$ cat config.mk
export PLATFORM = sky130hd
export DESIGN_NAME = token_bucket_packet_shaper_core
export DESIGN_NICKNAME = d
export VERILOG_FILES = /design/src/sv/tbps_pkg.sv /design/src/sv/token_bucket_packet_shaper_core.sv /design/src/sv/tbps_size_fifo.sv /design/src/sv/tbps_event_unit.sv
export SDC_FILE = /design/constraint.sdc
export NUM_CORES = 1
export LEC_CHECK = 0
export BUFFER_PORTS_ARGS = -buffer_cell sky130_fd_sc_hd__buf_2
export CORE_ASPECT_RATIO = 1.4
export CORE_MARGIN = 3
export CORE_UTILIZATION = 54
export CTS_BUF_LIST = sky130_fd_sc_hd__clkbuf_8
export DETAILED_ROUTE_END_ITERATION = 8
export PLACE_DENSITY = 0.78
export SYNTH_ARGS = -nofsm -noshare
export SYNTH_HDL_FRONTEND = slang
export SYNTH_HIERARCHICAL = 1
export SYNTH_SLANG_ARGS = --single-unit
$ cat constraint.sdc
create_clock -name clk_i -period 4.1 [get_ports clk_i]
set_input_delay 0.82 -clock clk_i [delete_from_list [all_inputs] [get_ports clk_i]]
set_output_delay 0.82 -clock clk_i [all_outputs]
set_load 0.01 [all_outputs]
$ cat src/sv/tbps_pkg.sv
// ----------------------------------------------------------------------------
// tbps_pkg
// Shared types, constants and the size table of the token bucket shaper.
// ----------------------------------------------------------------------------
package tbps_pkg;

  localparam int unsigned QUEUE_DEPTH_DEF = 16;
  localparam int unsigned TOKEN_BITS_DEF  = 16;

  localparam int unsigned CFG_W     = 16;
  localparam int unsigned CFG_IDX_W = 2;

  localparam logic [CFG_IDX_W-1:0] CFG_TOKEN_LIMIT = 2'd0;
  localparam logic [CFG_IDX_W-1:0] CFG_QUEUE_LIMIT = 2'd1;
  localparam logic [CFG_IDX_W-1:0] CFG_BYTE_MODE   = 2'd2;

  localparam logic [15:0] TOKEN_LIMIT_RST = 16'd2500;
  localparam logic [4:0]  QUEUE_LIMIT_RST = 5'd4;
  localparam logic        BYTE_MODE_RST   = 1'b1;

  typedef enum logic [1:0] {
    CMD_ARRIVAL = 2'd0,
    CMD_TOKEN   = 2'd1,
    CMD_DRIP    = 2'd2
  } cmd_e;

  typedef struct packed {
    cmd_e       cmd;
    logic [2:0] size_code;
  } in_item_t;

  typedef struct packed {
    logic        dropped;
    logic        unit_sent;
    logic        packet_done;
    logic [15:0] tokens_now;
    logic [4:0]  queued_now;
    logic [11:0] bytes_left;
  } out_item_t;

  typedef struct packed {
    logic [15:0] token_limit;
    logic [4:0]  queue_limit;
    logic        byte_mode;
  } cfg_t;

  typedef struct packed {
    logic push;
    logic pop;
  } fifo_ctrl_t;

  typedef struct packed {
    logic       not_empty;
    logic       at_limit;
    logic [2:0] head_code;
  } fifo_stat_t;

  function automatic logic [11:0] code_bytes(logic [2:0] code);
    logic [11:0] bytes;
    case (code)
      3'd0:    bytes = 12'd500;
      3'd1:    bytes = 12'd1000;
      3'd2:    bytes = 12'd1500;
      3'd3:    bytes = 12'd2000;
      default: bytes = 12'd2500;
    endcase
    return bytes;
  endfunction

endpackage

$ cat src/sv/token_bucket_packet_shaper_core.sv
// ----------------------------------------------------------------------------
// token_bucket_packet_shaper_core
// Token bucket shaper: arrivals, token ticks and drip ticks, one result each.
// ----------------------------------------------------------------------------
//  channel  signals                          direction
//  input    in_valid_i/in_ready_o/in_item_i   item in
//  output   out_valid_o/out_ready_i/out_item_o item out
//  config   cfg_we_i/cfg_idx_i/cfg_wdata_i    register write
//
//  one item per cycle sustained while out_ready_i holds; an item moves
//  from the input register into the result register, then waits until taken
//  the input register advances whenever the result register is empty or taken
//  reset clears counters and queue pointers; queue entries are never cleared
//  a stalled output holds its item and the input side fills one item deep
// ----------------------------------------------------------------------------
module token_bucket_packet_shaper_core #(
  parameter int unsigned QUEUE_DEPTH = tbps_pkg::QUEUE_DEPTH_DEF,
  parameter int unsigned TOKEN_BITS  = tbps_pkg::TOKEN_BITS_DEF
) (
  input  logic                               clk_i,
  input  logic                               rst_ni,
  input  logic                               in_valid_i,
  output logic                               in_ready_o,
  input  tbps_pkg::in_item_t                 in_item_i,
  output logic                               out_valid_o,
  input  logic                               out_ready_i,
  output tbps_pkg::out_item_t                out_item_o,
  input  logic                               cfg_we_i,
  input  logic [tbps_pkg::CFG_IDX_W-1:0]     cfg_idx_i,
  input  logic [tbps_pkg::CFG_W-1:0]         cfg_wdata_i
);
  import tbps_pkg::*;

  localparam int unsigned CNT_W = $clog2(QUEUE_DEPTH + 1);

  cfg_t             cfg_q;
  in_item_t         in_q;
  logic             in_valid_q;
  out_item_t        out_q, res;
  logic             out_valid_q;
  logic             adv;
  fifo_ctrl_t       fifo_ctrl;
  fifo_stat_t       fifo_stat;
  logic [CNT_W-1:0] count_nxt;

  assign adv        = in_valid_q && (!out_valid_q || out_ready_i);
  assign in_ready_o = !in_valid_q || adv;

  always_ff @(posedge clk_i or negedge rst_ni) begin
    if (!rst_ni) begin
      cfg_q.token_limit <= TOKEN_LIMIT_RST;
      cfg_q.queue_limit <= QUEUE_LIMIT_RST;
      cfg_q.byte_mode   <= BYTE_MODE_RST;
    end else if (cfg_we_i) begin
      case (cfg_idx_i)
        CFG_TOKEN_LIMIT: cfg_q.token_limit <= cfg_wdata_i;
        CFG_QUEUE_LIMIT: cfg_q.queue_limit <= cfg_wdata_i[4:0];
        CFG_BYTE_MODE:   cfg_q.byte_mode   <= cfg_wdata_i[0];
        default: begin
        end
      endcase
    end
  end

  always_ff @(posedge clk_i or negedge rst_ni) begin
    if (!rst_ni) begin
      in_valid_q  <= 1'b0;
      out_valid_q <= 1'b0;
    end else begin
      if (in_ready_o) begin
        in_valid_q <= in_valid_i;
      end
      if (adv) begin
        out_valid_q <= 1'b1;
      end else if (out_ready_i) begin
        out_valid_q <= 1'b0;
      end
    end
  end

  always_ff @(posedge clk_i) begin
    if (in_ready_o && in_valid_i) begin
      in_q <= in_item_i;
    end
    if (adv) begin
      out_q <= res;
    end
  end

  tbps_size_fifo #(
    .QUEUE_DEPTH(QUEUE_DEPTH)
  ) u_fifo (
    .clk_i        (clk_i),
    .rst_ni       (rst_ni),
    .ctrl_i       (fifo_ctrl),
    .push_code_i  (in_q.size_code),
    .queue_limit_i(cfg_q.queue_limit),
    .stat_o       (fifo_stat),
    .count_nxt_o  (count_nxt)
  );

  tbps_event_unit #(
    .TOKEN_BITS(TOKEN_BITS),
    .CNT_W     (CNT_W)
  ) u_event (
    .clk_i      (clk_i),
    .rst_ni     (rst_ni),
    .adv_i      (adv),
    .item_i     (in_q),
    .cfg_i      (cfg_q),
    .stat_i     (fifo_stat),
    .count_nxt_i(count_nxt),
    .ctrl_o     (fifo_ctrl),
    .res_o      (res)
  );

  assign out_valid_o = out_valid_q;
  assign out_item_o  = out_q;

endmodule

$ cat src/sv/tbps_size_fifo.sv
// ----------------------------------------------------------------------------
// tbps_size_fifo
// Queue of packet size codes with a registered head read and a fill count.
// ----------------------------------------------------------------------------
module tbps_size_fifo #(
  parameter int unsigned QUEUE_DEPTH = tbps_pkg::QUEUE_DEPTH_DEF,
  localparam int unsigned IDX_W = (QUEUE_DEPTH > 1) ? $clog2(QUEUE_DEPTH) : 1,
  localparam int unsigned CNT_W = $clog2(QUEUE_DEPTH + 1)
) (
  input  logic                 clk_i,
  input  logic                 rst_ni,
  input  tbps_pkg::fifo_ctrl_t ctrl_i,
  input  logic [2:0]           push_code_i,
  input  logic [4:0]           queue_limit_i,
  output tbps_pkg::fifo_stat_t stat_o,
  output logic [CNT_W-1:0]     count_nxt_o
);
  import tbps_pkg::*;

  localparam int unsigned LW = (CNT_W > 5) ? CNT_W : 5;
  localparam logic [LW-1:0] DEPTH_L = LW'(QUEUE_DEPTH);
  localparam logic [IDX_W-1:0] LAST_IDX = IDX_W'(QUEUE_DEPTH - 1);

  logic [2:0]       mem [QUEUE_DEPTH];
  logic [IDX_W-1:0] head_q, head_d;
  logic [IDX_W-1:0] tail_q, tail_d;
  logic [CNT_W-1:0] count_q, count_d;
  logic [2:0]       head_code_q;
  logic [LW-1:0]    limit_ext, count_ext, limit_eff;

  function automatic logic [IDX_W-1:0] ptr_inc(logic [IDX_W-1:0] p);
    return (p == LAST_IDX) ? '0 : p + 1'b1;
  endfunction

  always_comb begin
    head_d  = ctrl_i.pop ? ptr_inc(head_q) : head_q;
    tail_d  = ctrl_i.push ? ptr_inc(tail_q) : tail_q;
    count_d = count_q;
    if (ctrl_i.push && !ctrl_i.pop) begin
      count_d = count_q + 1'b1;
    end else if (!ctrl_i.push && ctrl_i.pop) begin
      count_d = count_q - 1'b1;
    end
  end

  always_comb begin
    limit_ext = LW'(queue_limit_i);
    count_ext = LW'(count_q);
    limit_eff = (limit_ext > DEPTH_L) ? DEPTH_L : limit_ext;
  end

  assign count_nxt_o      = count_d;
  assign stat_o.not_empty = (count_q != '0);
  assign stat_o.at_limit  = (count_ext >= limit_eff);
  assign stat_o.head_code = head_code_q;

  always_ff @(posedge clk_i or negedge rst_ni) begin
    if (!rst_ni) begin
      head_q  <= '0;
      tail_q  <= '0;
      count_q <= '0;
    end else begin
      head_q  <= head_d;
      tail_q  <= tail_d;
      count_q <= count_d;
    end
  end

  always_ff @(posedge clk_i) begin
    if (ctrl_i.push) begin
      mem[tail_q] <= push_code_i;
    end
  end

  // head read for the next item, with bypass of a write into the new head
  always_ff @(posedge clk_i) begin
    if (ctrl_i.push && (tail_q == head_d)) begin
      head_code_q <= push_code_i;
    end else begin
      head_code_q <= mem[head_d];
    end
  end

  a_pop_not_empty : assert property (@(posedge clk_i) disable iff (!rst_ni)
    ctrl_i.pop |-> (count_q != '0))
    else $error("pop from empty size queue");

  a_count_in_range : assert property (@(posedge clk_i) disable iff (!rst_ni)
    ctrl_i.push |-> (count_ext < DEPTH_L))
    else $error("push into full size queue");

  a_count_step : assert property (@(posedge clk_i) disable iff (!rst_ni)
    (ctrl_i.push && !ctrl_i.pop) |=> (count_q == $past(count_q) + 1'b1))
    else $error("fill count did not follow push");

endmodule

$ cat src/sv/tbps_event_unit.sv
// ----------------------------------------------------------------------------
// tbps_event_unit
// Token and byte counters and the per-event decision logic.
// ----------------------------------------------------------------------------
module tbps_event_unit #(
  parameter int unsigned TOKEN_BITS = tbps_pkg::TOKEN_BITS_DEF,
  parameter int unsigned CNT_W      = 5
) (
  input  logic                 clk_i,
  input  logic                 rst_ni,
  input  logic                 adv_i,
  input  tbps_pkg::in_item_t   item_i,
  input  tbps_pkg::cfg_t       cfg_i,
  input  tbps_pkg::fifo_stat_t stat_i,
  input  logic [CNT_W-1:0]     count_nxt_i,
  output tbps_pkg::fifo_ctrl_t ctrl_o,
  output tbps_pkg::out_item_t  res_o
);
  import tbps_pkg::*;

  localparam int unsigned CW = (TOKEN_BITS > 16) ? TOKEN_BITS : 16;
  localparam logic [CW-1:0] TOK_MAX = CW'({TOKEN_BITS{1'b1}});

  logic [TOKEN_BITS-1:0] token_q, token_d;
  logic [11:0]           bytes_q, bytes_d;
  logic [CW-1:0]         tok_ext, lim_ext, cap_ext, need_ext;
  logic                  dropped, sent, done, push, pop;

  always_comb begin
    tok_ext  = CW'(token_q);
    lim_ext  = CW'(cfg_i.token_limit);
    cap_ext  = (lim_ext < TOK_MAX) ? lim_ext : TOK_MAX;
    need_ext = CW'(code_bytes(stat_i.head_code));
    token_d  = token_q;
    bytes_d  = bytes_q;
    dropped  = 1'b0;
    sent     = 1'b0;
    done     = 1'b0;
    push     = 1'b0;
    pop      = 1'b0;
    case (item_i.cmd)
      CMD_ARRIVAL: begin
        if (stat_i.at_limit) begin
          dropped = 1'b1;
        end else begin
          push = 1'b1;
        end
      end
      CMD_TOKEN: begin
        if (tok_ext < cap_ext) begin
          token_d = token_q + 1'b1;
        end
      end
      CMD_DRIP: begin
        if (!cfg_i.byte_mode) begin
          if (stat_i.not_empty && (token_q != '0)) begin
            pop     = 1'b1;
            token_d = token_q - 1'b1;
            sent    = 1'b1;
            done    = 1'b1;
          end
        end else if (bytes_q != '0) begin
          if (token_q != '0) begin
            bytes_d = bytes_q - 1'b1;
            token_d = token_q - 1'b1;
            sent    = 1'b1;
            done    = (bytes_q == 12'd1);
          end
        end else if (stat_i.not_empty) begin
          if (need_ext <= tok_ext) begin
            pop     = 1'b1;
            bytes_d = code_bytes(stat_i.head_code);
          end
        end
      end
      default: begin
      end
    endcase
  end

  assign ctrl_o.push = adv_i && push;
  assign ctrl_o.pop  = adv_i && pop;

  assign res_o.dropped     = dropped;
  assign res_o.unit_sent   = sent;
  assign res_o.packet_done = done;
  assign res_o.tokens_now  = 16'(token_d);
  assign res_o.queued_now  = 5'(count_nxt_i);
  assign res_o.bytes_left  = bytes_d;

  always_ff @(posedge clk_i or negedge rst_ni) begin
    if (!rst_ni) begin
      token_q <= '0;
      bytes_q <= '0;
    end else if (adv_i) begin
      token_q <= token_d;
      bytes_q <= bytes_d;
    end
  end

endmodule
==> insert_results.sql, run 1 <==
INSERT INTO impl_metrics (metric_group, metric, value, unit) VALUES
('outcome', 'result_of_the_run', 'finished, final reports clean', ''),
('detailed_routing', 'detail_route.vias_per_cell', '6.53', ''),
('sta', 'grt_setup_unrepaired', 'true', ''),
('sta', 'setup_ws', '169', 'ps'),
('placement', 'port_buffers', '65', ''),
('critical_path', 'crit-reg2reg-capture', 'out_item_o[13]', ''),
('cells_and_area', 'fraction_of_final_layout_cells_sized_beyond_drive_strength_1', '22.2', '%'),
('power', 'leakage', '4.13', 'nW'),
('synthesis', 'async_flop_share', '41.1', '%'),
('sta', 'min_period_over_period', '95.9', '%'),
('synthesis', 'syn-instance-count', '840', ''),
('floorplanning', 'chipWidth', '115', 'um'),
('cells_and_area', 'leading_cell_type_in_the_layout_fill_and_taps_excluded', 'edfxtp_1', ''),
('synthesis', 'yosysWarningCount', '6', ''),
('sta', 'finalWorstPathRequiredPeriod', '3930', 'ps'),
('floorplanning', 'placementRows', '55', ''),
('sta', 'finalSetupViolations', '0', ''),
('grt', 'gr-usage-all-layers', '24.9', '%'),
('floorplanning', 'fp.dieArea', '0.0183', 'sq mm'),
('grt', 'antenna_found_initial', '0', ''),
('floorplanning', 'fp.coreArea', '0.0162', 'sq mm'),
('sta', 'timing_hold_violations_final', '0', ''),
('sta', 'maxSlewHeadroom', '27.1', '%'),
('synthesis', 'synth.ff_latch_count', '158', ''),
('grt', 'gr-total-overflow', '0', ''),
('min_path', 'hold_path_end', 'out_valid_o', ''),
('min_path', 'min-delay-start', 'in_valid_q', ''),
('sta', 'finClkSkew', '11.2', 'ps'),
('synthesis', 'synth.net_count', '910', ''),
('cells_and_area', 'syn2layout_area_growth', '12.1', '%'),
('critical_path', 'worst-r2r-cell-count', '16', ''),
('cells_and_area', 'final_cell_area', '0.0101', 'sq mm'),
('critical_path', 'critical_path.endpoint_type', 'flip-flop', ''),
('cts', 'ctsHtreeMaxLevel', '4', ''),
('min_path', 'holdCritPathClass', 'reg -> reg', ''),
('floorplanning', 'pin_count', '66', ''),
('grt', 'grt_pass1_wl', '35.9', 'mm'),
('cts', 'clk_transition_reported_paths', '80', 'ps'),
('detailed_routing', 'drt_wl_total', '22.6', 'mm'),
('cts', 'cts_hold_buffers', '0', ''),
('critical_path', 'timing.critical_path.from_type', 'flip-flop', ''),
('placement', 'setup_ws_pre_cts', '-11.1', 'ps'),
('placement', 'numPlacedInstances', '1081', ''),
('floorplanning', 'die_y', '159', 'um'),
('cells_and_area', 'top_library_cells_by_usage_in_the_layout_fill_and_taps_aside', 'edfxtp_1 (89), nand2_1 (67), buf_2 (65), dfrtp_1 (58), nor2_1 (51)', ''),
('placement', 'routability_congestion_estimate', '0.960', ''),
('cts', 'cts-buffers-inserted', '17', ''),
('critical_path', 'worstSetupPathType', 'reg -> reg', ''),
('detailed_routing', 'drc_marker_count_from_the_first_detailed_route_iteration', '588', ''),
('synthesis', 'synth.cell_area', '0.00902', 'sq mm'),
('synthesis', 'ys_seq_area_share', '48.6', '%'),
('cells_and_area', 'antenna-diode-count', '0', ''),
('grt', 'largest_net_degree_at_the_start_of_global_routing', '48', ''),
('detailed_routing', 'postRouteAntennaNets', '0', ''),
('cts', 'cts.sinks', '158', ''),
('sta', 'final.setup.tns', '0', 'ps'),
('power', 'max-vdd-ir-drop', '324', 'uV'),
('run', 'max_cap_violations', '0', ''),
('sta', 'clock.fmax', '0.254', 'GHz'),
('critical_path', 'critical_path_peak_fanout', '7', ''),
('power', 'report.power.total', '0.00604', 'W'),
('synthesis', 'synth_edf_count', '89', ''),
('min_path', 'timing.hold.worst_path_depth', '1', ''),
('synthesis', 'netlist-cell-type-count', '79', ''),
('detailed_routing', 'drcViolationCount', '0', ''),
('synthesis', 'mean_cell_area_of_the_mapped_netlist', '10.7', 'sq um'),
('critical_path', 'worst-r2r-setup-slack', '170', 'ps'),
('cts', 'clk-insertion-delay-late', '470', 'ps'),
('detailed_routing', 'route.detailed.wl_per_inst', '20.2', 'um'),
('cts', 'cts.root.buffer_cell', 'clkbuf_8', ''),
('cells_and_area', 'final_net_count', '977', '');
==> how the worst max path moves through the flow <==
stage / from / end / slack (ps) / depth (start not counted)
3_5_place_dp: flip-flop / out_item_o[15] / -10 / 17
3_3_place_gp: flip-flop / out_item_o[15] / 110 / 16
6_report: flip-flop / out_item_o[13] / 170 / 16
4_1_cts: flip-flop / out_item_o[15] / 40 / 16
2_1_floorplan: flip-flop / out_item_o[15] / 70 / 19
5_1_grt: flip-flop / out_item_o[15] / -170 / 17
==> cell usage after synthesis (all sizes together), types with 4 or more instances <==
cell	n	share of area, %
a211oi	8	0.67
buf	14	1.3
mux2	28	3.5
dfxtp	4	0.89
a31oi	10	0.69
o221ai	5	0.49
nor2b	8	0.55
or3	8	0.55
dfrtp	58	16
o22ai	5	0.35
a211o	5	0.49
a21oi	45	2.5
clkbuf	38	1.6
and3	18	1.2
o211ai	15	1.5
nand2	67	2.8
nand3	33	1.8
inv	41	1.7
a32oi	4	0.47
nand2b	10	0.69
and2	21	1.5
or4	6	0.54
mux4	12	3.3
o21ai	32	1.8
nor2	55	2.3
nor3b	6	0.62
a22oi	4	0.39
a221o	5	0.55
nor4	15	1.0
nand4	12	0.83
nand3b	6	0.50
dfstp	7	2.0
edfxtp	89	30
nor3	27	1.5
mux2i	14	1.6
xnor2	9	0.87
ha	42	5.8
a21o	6	0.50
==> layer usage <==
metal	up-vias	global-route usage (%)	share of wire, %
li1	3309	-	-
met1	3524	29.3	36
met2	368	42.6	52
met3	101	4.98	7.0
met4	0	12.8	4.6
met5	-	0	0
==> repair_timing <==
item	in CTS	in global routing
endpoints found under the setup margin	2	16
setup buffers	0	5
pin swaps	0	14
gates resized for setup	1	23
cloned	0	1
==> cell type report <==
type	count	area [sq um]
clock buffers	17	234
clock inverters	15	145
fillers	1306	6130
inverters	42	158
multi-input cells	588	4310
flip-flops and latches	158	4390
well taps	199	249
repair buffers	100	618
==> where the power goes <==
part / switching (W) / total [W] / internal (W)
logic: 0.00141 / 0.00252 / 0.00111
registers: 0.000373 / 0.00240 / 0.00202
clock network: 0.000591 / 0.00113 / 0.000537
total: 0.00238 / 0.00604 / 0.00367
==> per-stage QoR <==
stage	util [%]	hold slack (ps)
2_1_floorplan	-	449
3_3_place_gp	58.9	469
3_5_place_dp	58.9	488
4_1_cts	61.3	496
5_1_grt	62.2	501
6_report	62.2	506
==> worst max-delay path, cell delays in order (launching register included) <==
cell,delay [ps]
dfxtp_4,380
buf_12,120
buf_4,110
mux4_2,490
a22oi_2,190
nand3_4,140
a21oi_1,200
ha_1,280
nand2_1,100
o311ai_1,110
a221o_1,360
a21oi_2,230
a31oi_4,140
nor2_4,190
nor2b_1,250
nor2_1,80
o31ai_1,330
==> sequential cells by signal (all words and copies together) (netlist names), named ones only <==
register	count
out_valid_o	1
in_valid_q	1
u_event/tok_ext	16
u_fifo/mem	48
u_fifo/head_q	4
u_fifo/count_ext	5
u_event/bytes_q	12
u_fifo/tail_q	4
in_q	5
cfg_q	22
out_item_o	36
==> cells by family (layout without fill, tap and decap cells) <==
logic type	count (synthesis)	count (layout)	synth area share, %
compound gates	178	178	13.9
xor+xnor	10	10	0.971
fa+ha+maj	42	42	5.83
buf+inv	94	174	4.67
flops	158	158	48.6
mux	54	54	8.38
simple gates	304	304	17.6
No activity file was read; power rests on OpenSTA's default activity.
==> run 2, diff against run 1 <==
CORE_UTILIZATION = 57   (was 54)
PLACE_DENSITY = 0.81   (was 0.78)
SLEW_MARGIN = 0   (was not set)
==> insert_results.sql, run 2 (synthesized netlist as in run 1, its figures left out) <==
INSERT INTO impl_metrics (metric_group, metric, value, unit) VALUES
('outcome', 'result_of_the_run', 'finished, final reports clean', ''),
('critical_path', 'critical_path.endpoint_type', 'flip-flop', ''),
('cells_and_area', 'layout_cells_excl_fill', '1103', ''),
('sta', 'clock.fmax', '0.257', 'GHz'),
('cts', 'cts_hold_buffers', '0', ''),
('power', 'max-vdd-ir-drop', '398', 'uV'),
('floorplanning', 'die_y', '155', 'um'),
('cells_and_area', 'filler_cell_count', '1176', ''),
('cells_and_area', 'final_net_count', '968', ''),
('sta', 'maxSlewHeadroom', '40.5', '%'),
('sta', 'finalSetupViolations', '0', ''),
('sta', 'timing.final.max_slew_violations', '0', ''),
('sta', 'finalWorstPathRequiredPeriod', '3890', 'ps'),
('detailed_routing', 'postRouteAntennaNets', '0', ''),
('detailed_routing', 'drc_marker_count_from_the_first_detailed_route_iteration', '489', ''),
('cells_and_area', 'post-route-util', '65.4', '%'),
('grt', 'first_global_vias', '6995', ''),
('detailed_routing', 'routed-via-count', '7095', ''),
('grt', 'grt_pass1_wl', '35.1', 'mm'),
('detailed_routing', 'route.detailed.wl_per_inst', '19.5', 'um'),
('detailed_routing', 'drt_wl_total', '21.5', 'mm'),
('floorplanning', 'pin_count', '66', ''),
('cts', 'clk_transition_reported_paths', '90', 'ps'),
('critical_path', 'critical_path_peak_fanout', '12', ''),
('sta', 'timing_hold_violations_final', '0', ''),
('power', 'report.power.total', '0.00583', 'W'),
('cts', 'ctsLongestPathBuffers', '2', ''),
('cells_and_area', 'top_library_cells_by_usage_in_the_layout_fill_and_taps_aside', 'edfxtp_1 (89), nand2_1 (67), buf_2 (65), dfrtp_1 (58), nor2_1 (51)', ''),
('placement', 'port_buffers', '65', ''),
('floorplanning', 'start_util', '59.1', '%'),
('min_path', 'holdCritPathClass', 'in -> async', ''),
('sta', 'setup_ws', '206', 'ps'),
('cts', 'cts.root.buffer_cell', 'clkbuf_8', ''),
('critical_path', 'worst-r2r-setup-slack', '210', 'ps'),
('placement', 'routability_congestion_estimate', '0.989', ''),
('cts', 'clk-insertion-delay-late', '460', 'ps'),
('critical_path', 'timing.critical_path.from_type', 'flip-flop', ''),
('power', 'cellPowerDensity', '584', 'mW/mm^2'),
('critical_path', 'worst-endpoint-arrival', '4100', 'ps'),
('cells_and_area', 'largest_reg_flops', '48', ''),
('critical_path', 'cp_cell_sequence', 'buf_12 -> mux4_2 -> a22oi_2 -> nand3_2 -> xnor2_2 -> nor2_2 -> ha_1 -> a21oi_1 -> o311ai_0 -> a221o_1 -> a21oi_2 -> a31oi_2 -> nor2_4 -> nand2b_1 -> nor4_2 -> a41oi_1 -> xnor2_1', ''),
('cells_and_area', 'largest_register', 'u_fifo/mem', ''),
('detailed_routing', 'drcViolationCount', '0', ''),
('cells_and_area', 'syn2layout_area_growth', '10.6', '%'),
('critical_path', 'worst_path_bufs_invs', '1', ''),
('floorplanning', 'fp.coreArea', '0.0153', 'sq mm'),
('cts', 'tritoncts_clock_tree', 'done', ''),
('detailed_routing', 'detail_route.vias_per_cell', '6.43', ''),
('grt', 'gr-total-overflow', '0', ''),
('cts', 'ctsHtreeMaxLevel', '4', ''),
('run', 'max_cap_violations', '0', ''),
('critical_path', 'worstSetupPathType', 'reg -> reg', ''),
('floorplanning', 'fp.dieArea', '0.0174', 'sq mm'),
('grt', 'gr-usage-all-layers', '25.4', '%'),
('placement', 'numPlacedInstances', '1068', ''),
('critical_path', 'critPathSlowestCell', 'mux4_2', ''),
('grt', 'largest_net_degree_at_the_start_of_global_routing', '39', ''),
('cells_and_area', 'leading_cell_type_in_the_layout_fill_and_taps_excluded', 'edfxtp_1', ''),
('critical_path', 'worst-r2r-cell-count', '17', ''),
('detailed_routing', 'detailedRoute.firstPassIterationCount', '6', ''),
('cells_and_area', 'antenna-diode-count', '0', ''),
('power', 'leakage', '4.06', 'nW'),
('grt', 'antenna_found_initial', '0', ''),
('sta', 'min_period_over_period', '95.0', '%'),
('sta', 'worst_tran_pin_value', '892', 'ps'),
('cells_and_area', 'fraction_of_final_layout_cells_sized_beyond_drive_strength_1', '21.4', '%'),
('critical_path', 'cpPeakStageDelay', '510', 'ps'),
('floorplanning', 'chipWidth', '112', 'um'),
('sta', 'grt_setup_unrepaired', 'false', ''),
('cts', 'cts.sinks', '158', ''),
('placement', 'dp_hpwl', '15.6', 'mm'),
('critical_path', 'cp.required', '4300', 'ps'),
('cts', 'cts-buffers-inserted', '17', ''),
('placement', 'setup_ws_pre_cts', '-40.4', 'ps'),
('sta', 'finClkSkew', '13.6', 'ps'),
('critical_path', 'cp_top_family', 'compound AO/OA/AOI/OAI gates', ''),
('critical_path', 'crit-reg2reg-capture', 'out_item_o[15]', ''),
('floorplanning', 'placementRows', '53', '');
==> run 2: layer usage <==
metal / track usage (%) / routed length (um) / vias to the layer above
li1: - / - / 3289
met1: 29.5 / 7960 / 3408
met2: 44.4 / 11300 / 323
met3: 5.29 / 1450 / 75
met4: 12.6 / 750 / 0
met5: 0 / 0 / -
==> run 2: report_power, final <==
group          total (W)  internal [W]  switching (W)
clock network    0.00108      0.000485       0.000600
logic            0.00230       0.00101        0.00129
registers        0.00244       0.00202       0.000422
==> run 2: timing repair <==
item	CTS	global route
setup endpoints to repair	5	18
gates resized for setup	2	19
pin swaps	1	7
setup buffers	0	3
cloned	0	0
==> run 2: layout make-up <==
type	instances	area, sq um	share of cell area, %
clock buffers	17	234	2.34
clock inverters	15	136	1.37
inverters	42	158	1.58
multi-input cells	588	4290	43.0
flip-flops and latches	158	4390	44.0
well taps	192	240	2.41
repair buffers	91	533	5.34
==> run 2: worst max path at each step <==
stage | slack [ps] | end | depth (start not counted) | start
after floorplan | 70 | out_item_o[15] | 19 | flip-flop
final | 210 | out_item_o[15] | 17 | flip-flop
after global routing | 60 | out_item_o[15] | 17 | flip-flop
after CTS | 0.7 | out_item_o[15] | 16 | flip-flop
after global placement | 100 | out_item_o[15] | 17 | flip-flop
after detailed placement | -40 | out_item_o[15] | 16 | flip-flop
==> run 2: worst register-to-register path: stages, from the launching register on <==
cell and delay [ps]:
dfxtp_2 350, buf_12 140, mux4_2 510, a22oi_2 190
nand3_2 160, xnor2_2 170, nor2_2 130, ha_1 250
a21oi_1 160, o311ai_0 120, a221o_1 390, a21oi_2 170
a31oi_2 160, nor2_4 200, nand2b_1 130, nor4_2 150
a41oi_1 90, xnor2_1 170
==> run 2: stage by stage <==
step | setup TNS [ps] | area (sq um) | hold slack, ps
3_5_place_dp | -87.8 | 9510 | 484
4_1_cts | 0 | 9890 | 255
5_1_grt | 0 | 9980 | 266
3_3_place_gp | 0 | 9510 | 469
2_1_floorplan | 0 | 9020 | 449
6_report | 0 | 9980 | 288
